--- config.mk ---
export PLATFORM = sky130hd
export DESIGN_NAME = grt_div
export DESIGN_NICKNAME = d
export VERILOG_FILES = /design/src/design/grt_pkg.sv /design/src/design/grt_div.sv
export SDC_FILE = /design/constraint.sdc
export NUM_CORES = 1
export LEC_CHECK = 0
export ABC_AREA = 1
export BUFFER_PORTS_ARGS = -buffer_cell sky130_fd_sc_hd__buf_2
export CAP_MARGIN = 30
export CORE_MARGIN = 4
export CORE_UTILIZATION = 60
export DETAILED_ROUTE_END_ITERATION = 6
export PLACE_DENSITY = 0.87
export SETUP_SLACK_MARGIN = 0.15
export SYNTH_ARGS = -nofsm -noshare
export SYNTH_HDL_FRONTEND = slang
export SYNTH_SLANG_ARGS = --single-unit
--- constraint.sdc ---
create_clock -name clk -period 13.1 [get_ports clk]
set_clock_uncertainty 0.05 [all_clocks]
set_input_delay 1.31 -clock clk [delete_from_list [all_inputs] [get_ports clk]]
set_output_delay 1.31 -clock clk [all_outputs]
set_load 0.1 [all_outputs]
--- src/design/grt_pkg.sv ---
// shared constants, types and fixed-point helpers for the grid ray traversal
// no dependencies
package grt_pkg;

  localparam int MAX_CELLS = 512;
  localparam int FRAC_BITS = 16;
  localparam int CELL_W    = $clog2(MAX_CELLS);
  localparam int CNT_W     = $clog2(MAX_CELLS + 1);
  localparam int NUM_W     = 64;
  localparam int DEN_W     = 33;

  localparam logic signed [31:0] Q_INF = 32'sh7FFF_FFFF;
  localparam logic signed [31:0] Q_NEG = 32'sh8000_0000;

  localparam logic OP_START = 1'b0;
  localparam logic OP_STEP  = 1'b1;

  typedef enum logic [2:0] {
    REG_LOW_X  = 3'd0,
    REG_LOW_Y  = 3'd1,
    REG_LOW_Z  = 3'd2,
    REG_SIZE_X = 3'd3,
    REG_SIZE_Y = 3'd4,
    REG_SIZE_Z = 3'd5,
    REG_COUNTS = 3'd6
  } reg_idx_t;

  typedef enum logic [3:0] {
    S_IDLE, S_HI, S_SLAB, S_TA, S_TB, S_CHECK, S_PMUL, S_CELL,
    S_BMUL, S_BDIV, S_DDIV, S_STEP, S_IDX1, S_IDX2, S_DONE
  } state_t;

  typedef struct packed {
    logic                    start;
    logic signed [NUM_W-1:0] num;
    logic signed [DEN_W-1:0] den;
  } div_req_t;

  typedef struct packed {
    logic                    done;
    logic signed [NUM_W-1:0] quo;
    logic                    rem_nz;
  } div_rsp_t;

  function automatic logic signed [31:0] sat32(input logic signed [63:0] v);
    logic signed [31:0] r;
    if (v > 64'(Q_INF)) r = Q_INF;
    else if (v < 64'(Q_NEG)) r = Q_NEG;
    else r = 32'(v);
    return r;
  endfunction

  // clamp the numerator, then scale by the fraction bits
  function automatic logic signed [63:0] qscale(input logic signed [63:0] v);
    logic signed [63:0] lim;
    logic signed [63:0] c;
    lim = 64'sd1 <<< (62 - FRAC_BITS);
    c = v;
    if (c > lim) c = lim;
    if (c < -lim) c = -lim;
    return c <<< FRAC_BITS;
  endfunction

  // count field of 0 acts as 1, above the max acts as the max
  function automatic logic [CNT_W-1:0] cnt_eff(input logic [9:0] f);
    logic [11:0] fx;
    logic [11:0] r;
    fx = {2'b00, f};
    if (fx == 12'd0) r = 12'd1;
    else if (fx > 12'(MAX_CELLS)) r = 12'(MAX_CELLS);
    else r = fx;
    return CNT_W'(r);
  endfunction

endpackage

--- src/design/grt_div.sv ---
// iterative signed divider, one quotient bit per cycle, truncating
// depends on grt_pkg
module grt_div (
  input  logic            clk,
  input  logic            rst,
  input  grt_pkg::div_req_t req,
  output grt_pkg::div_rsp_t rsp
);
  import grt_pkg::*;

  logic             busy;
  logic             done;
  logic [5:0]       cnt;
  logic [NUM_W-1:0] qr;
  logic [DEN_W:0]   rem;
  logic [DEN_W-1:0] dmag;
  logic             neg;
  logic [DEN_W:0]   trial;
  logic             fits;

  assign trial = {rem[DEN_W-1:0], qr[NUM_W-1]};
  assign fits  = trial >= {1'b0, dmag};

  always_ff @(posedge clk) begin
    if (rst) begin
      busy <= 1'b0;
      done <= 1'b0;
    end else begin
      done <= 1'b0;
      if (req.start) begin
        busy <= 1'b1;
        cnt  <= 6'd63;
        qr   <= req.num[NUM_W-1] ? NUM_W'(-req.num) : NUM_W'(req.num);
        dmag <= req.den[DEN_W-1] ? DEN_W'(-req.den) : DEN_W'(req.den);
        neg  <= req.num[NUM_W-1] ^ req.den[DEN_W-1];
        rem  <= '0;
      end else if (busy) begin
        rem <= fits ? trial - {1'b0, dmag} : trial;
        qr  <= {qr[NUM_W-2:0], fits};
        cnt <= cnt - 6'd1;
        if (cnt == 6'd0) begin
          busy <= 1'b0;
          done <= 1'b1;
        end
      end
    end
  end

  assign rsp.done   = done;
  assign rsp.quo    = neg ? -$signed(qr) : $signed(qr);
  assign rsp.rem_nz = |rem;

endmodule

Word-level counts from Yosys, hierarchy flattened
Index checks and enable logic that the tools add are counted.
- register bits after elaboration: 140
- output and inout bits: 66
- input port bits: 100
- logic and storage cells: 35
- bitwise gates (word level): 3
- $lt $le $gt $ge: 1
- mux-type cells: 12
- reductions and logical operators: 6
- add/subtract/negate cells: 5
- operator list (cell ; count):
    $mux W64 ; 4
    $neg A64 Y64 ; 2
    $mux W34 ; 2
    $ge A34 B33 Y1 ; 1
    $reduce_or A34 Y1 ; 1
    $sub A34 B33 Y34 ; 1
    $neg A33 Y33 ; 1
    $mux W32 ; 1
    $logic_not A6 Y1 ; 1
    $mux W6 ; 1
    $sub A6 B1 Y6 const B ; 1
    $mux W1 ; 4
    $reduce_and A2 Y1 ; 2
    $reduce_or A3 Y1 ; 1
    $not A1 Y1 ; 2
    $reduce_bool A2 Y1 ; 1
    $xor A1 B1 Y1 ; 1

Longest topological paths before layout
- depth after elaboration: 4
- depth in mapped cells: 16

Least setup slack after synthesis
No wires, ideal clock.
- kind: input port to flip-flop
- from: in req[97] (netlist name)
- to: reg cnt[0] (enable)
- library setup time: 0.604 ns
- stages on the path: 3
- setup slack: 5.894 ns
- data arrival time: 6.552 ns
- cells stage by stage: inv_1 clkbuf_1 a21oi_1
- cells in the longest elaborated chain, start to end: 2
- RTL lines (what ; RTL line ; source):
    start, declared ; grt_div.sv:6 ; input grt_pkg::div_req_t req,
    $reduce_bool A2 Y1 (no source line) ; - ;
    $reduce_and A2 Y1 (no source line) ; - ;
    end signal, assigned ; grt_div.sv:40 ; cnt <= cnt - 6'd1;
    end, declared ; grt_div.sv:13 ; logic [5:0] cnt;
Every way passes these cells.
A chain may end at the register's enable or synchronous reset.

==> reports/qor.yml <==
run_status:
  outcome: "completed"
flow_run:
  timing.max_cap.violations: 0
sta:
  drv_slew: 0
  rsz0062_at_grt: "no"
  fin_setup_tns_ps: 0
  finalWorstSetupSlack_ps: 8640
  timing_worst_slew_pin_value_ps: 1000
  maxSlewHeadroom_pct: 33.1
  final.min_clock_period_ps: 4460
  setup_viol_count_final: 0
  hold_viol_final: 0
  fin_crit_sh_pct: 34.0
  timing.fmax_mhz: 224
yosys:
  synth.area.top_cells: "sky130_fd_sc_hd__edfxtp_1, sky130_fd_sc_hd__nand2_1, sky130_fd_sc_hd__inv_1"
  synth_largest_area_cell: "sky130_fd_sc_hd__edfxtp_1"
  synth_largest_type_area_fraction_pct: 30.5
  mappedNetlistArea_sq_um: 13600
  post_synth_most_frequent_cells: "sky130_fd_sc_hd__nand2_1, sky130_fd_sc_hd__inv_1, sky130_fd_sc_hd__nor2_1, sky130_fd_sc_hd__nand3_1, sky130_fd_sc_hd__edfxtp_1"
  portion_of_the_post_synthesis_area_used_by_sequential_elements_pct: 30.8
  postSynthNetCount: 2269
  dominantRegCellSynth: "sky130_fd_sc_hd__edfxtp_1"
  ys_seq_elements: 140
  synth_area_in_adders_pct: 3.64
  post_synth_mux_area_share_pct: 0
  synth-simple-area-share_pct: 40.8
  synth-async-reset-ratio_pct: 0
  synth_top_family_by_area: "simple AND/OR/NAND/NOR gates"
  synthesis.instances: 2130
  synth_most_common_cell: "sky130_fd_sc_hd__nand2_1"
  syn-mean-instance-area_sq_um: 6.39
  count_of_flip_flops_with_a_built_in_enable_after_synthesis: 138
  count_of_warnings_emitted_by_yosys: 0
  yosys.cell_types.count: 47
  synth-xor-area-share_pct: 7.92
  synth-compound-area-share_pct: 6.91
setup_path:
  worst_ep_required_time_ps: 11740
  critPathMaxFanout: 5
  timing.critical_path.from_type: "flop"
  cp.arrival_ps: 3100
  setup.worst_path.class: "flop to output port"
  endpoint_kind: "output port"
  reg2reg_setup_slack_ps: 9960
clock_tree:
  post-cts-setup-buffers: 0
  cts_hold_buf: 0
  post_cts_resize_count: 0
  cts_inserted_buffers: 17
  clock_sink_count: 140
  clock_insertion_delay_worst_skew_ps: 430
  cts_root_buf: "sky130_fd_sc_hd__clkbuf_16"
  clk_buf_depth: 2
  cts-htree-levels: 4
  cts_tree: "yes"
  cts.reportedPaths.clkPinSlew_ps: 70
placed_design:
  place_hpwl_mm: 35.7
  dp.cells: 2533
  place.gp.congestion: 1.04
  port-buffer-count: 165
  placement.setup.worst_slack_ps: 8600
cells_and_area:
  multi_input_comb_area_sq_um: 8080
  layout-drive-gt1-share_pct: 11.0
  regArea_sq_um: 4180
  fillerInstances: 1985
  layout.nets: 2413
  antenna_cells: 0
  finish.cell_count_without_fillers: 2567
  flow.area_growth_from_synthesis_pct: 12.1
global_route:
  grt-ovfl-total: 0
  grt_max_degree: 74
  global_route_wire_length_before_repair_mm: 70.9
  antenna_found_initial: 0
  first_global_vias: 14049
  grtUsageTotal_pct: 36.2
route:
  drc_errors: 0
  wl_per_cell_um: 18.0
  dr_vias_cell: 5.75
  detailroute.via_count: 14754
  detailedRoute.firstIterationViolations: 1571
  drt_pre_antenna_iters: 6
  drt.antenna.violating_nets: 0
  postRouteWirelength_mm: 46.1
floorplanning:
  fp.dieH_um: 159
  start_util_pct: 61.6
  die_width_um: 159
  core_outline_area_sq_um: 22100
  floorplan.rows: 54
  die_area_sq_um: 25100
  io_pins: 166
pwr:
  total_leakage_power_nw: 7.30
  pwr_density_nw_per_um2: 115
  irDropWorstVdd_mv: 0.0969
  finalPower_mw: 1.75
min_path:
  hold_path_class: "flop to flop"
==> report_power, final <==
group          internal, mW  leakage (nW)  switching, mW  total (mW)
Sequential            0.544          1.33         0.0295       0.574
Combinational         0.161          5.69          0.518       0.679
Clock                 0.285         0.275          0.211       0.495
Total                 0.990          7.30          0.758        1.75
==> cells in the final DEF (no fill, tap or decap), types with 3 or more instances in the layout <==
cell type                    instances
sky130_fd_sc_hd__inv_6               3
sky130_fd_sc_hd__clkinvlp_4          4
sky130_fd_sc_hd__nor4_1             14
sky130_fd_sc_hd__inv_2               4
sky130_fd_sc_hd__nand3_2             4
sky130_fd_sc_hd__nand3b_1            5
sky130_fd_sc_hd__o21ai_4             3
sky130_fd_sc_hd__or2_2               9
sky130_fd_sc_hd__clkbuf_16          17
sky130_fd_sc_hd__nor2_2             11
sky130_fd_sc_hd__buf_4               6
sky130_fd_sc_hd__nor2_1            283
sky130_fd_sc_hd__ha_1               38
sky130_fd_sc_hd__o21ai_0            90
sky130_fd_sc_hd__nand2_2             4
sky130_fd_sc_hd__inv_1             295
sky130_fd_sc_hd__xor2_1            102
sky130_fd_sc_hd__o31ai_1             5
sky130_fd_sc_hd__o21ai_1            11
sky130_fd_sc_hd__nand4_1            62
sky130_fd_sc_hd__buf_2             165
sky130_fd_sc_hd__a31oi_1             9
sky130_fd_sc_hd__nor2_4              4
sky130_fd_sc_hd__a21oi_1            34
sky130_fd_sc_hd__edfxtp_1          138
sky130_fd_sc_hd__nand3_1           164
sky130_fd_sc_hd__nand2_1           719
sky130_fd_sc_hd__nor3_1             28
sky130_fd_sc_hd__xnor2_1            21
==> cell families (layout without fill, tap and decap cells) <==
| logic type | Yosys count | after routing |
|---|---|---|
| AO/OA/AOI/OAI | 167 | 167 |
| XOR/XNOR | 123 | 123 |
| adder cells (fa/ha/maj) | 39 | 39 |
| buffers and inverters | 347 | 504 |
| flip-flops | 140 | 140 |
| AND/OR/NAND/NOR | 1314 | 1314 |
==> metrics by stage <==
step,area [sq um],hold slack (ps),util [%]
after CTS,15200,463,68.8
after global routing,15200,510,69.0
after detailed placement,14600,454,66.1
final,15200,486,69.0
after floorplan,13600,371,-
after global placement,14600,459,66.1
==> final cells by class <==
cell class | instances | area share [%]
Clock buffer | 18 | 2.81
Clock inverter | 14 | 1.05
Inverter | 299 | 7.36
Multi-Input combinational cell | 1643 | 53.0
Sequential cell | 140 | 27.4
Tap cell | 280 | 2.30
Timing Repair Buffer | 173 | 6.07
==> layer usage <==
metal	vias up	global-route usage [%]	part of all wire, %
met5	-	0	0
met4	0	22.3	6.9
met3	177	3.75	7.5
met2	801	62.9	49
met1	6650	43.0	37
li1	7126	-	-
==> worst max-delay path, stage by stage, from the launching register on <==
cell and delay [ps]:
sky130_fd_sc_hd__edfxtp_1 380, sky130_fd_sc_hd__inv_1 130, sky130_fd_sc_hd__ha_1 230, sky130_fd_sc_hd__nand3_1 200, sky130_fd_sc_hd__nor2_4 180, sky130_fd_sc_hd__nand3_2 130, sky130_fd_sc_hd__nor2_2 120, sky130_fd_sc_hd__nand2_1 110
sky130_fd_sc_hd__o21ai_4 270, sky130_fd_sc_hd__nand2_1 150, sky130_fd_sc_hd__xor2_1 280, sky130_fd_sc_hd__buf_2 490
==> state kept, by name, summed over array words and instances (netlist names) <==
signal,cells
dmag,33
cnt,6
done,1
qr,64
neg,1
rem,34
busy,1
==> final timing paths <==
kind	startpoint	end	depth (start not counted)
worst max-delay path	qr[0]	rsp[39]	11
worst min-delay path	busy	done	2
worst min register to register	busy	done	2
worst max register to register	qr[63]	rem[32]	13
Power figures use the tool's default switching activity.
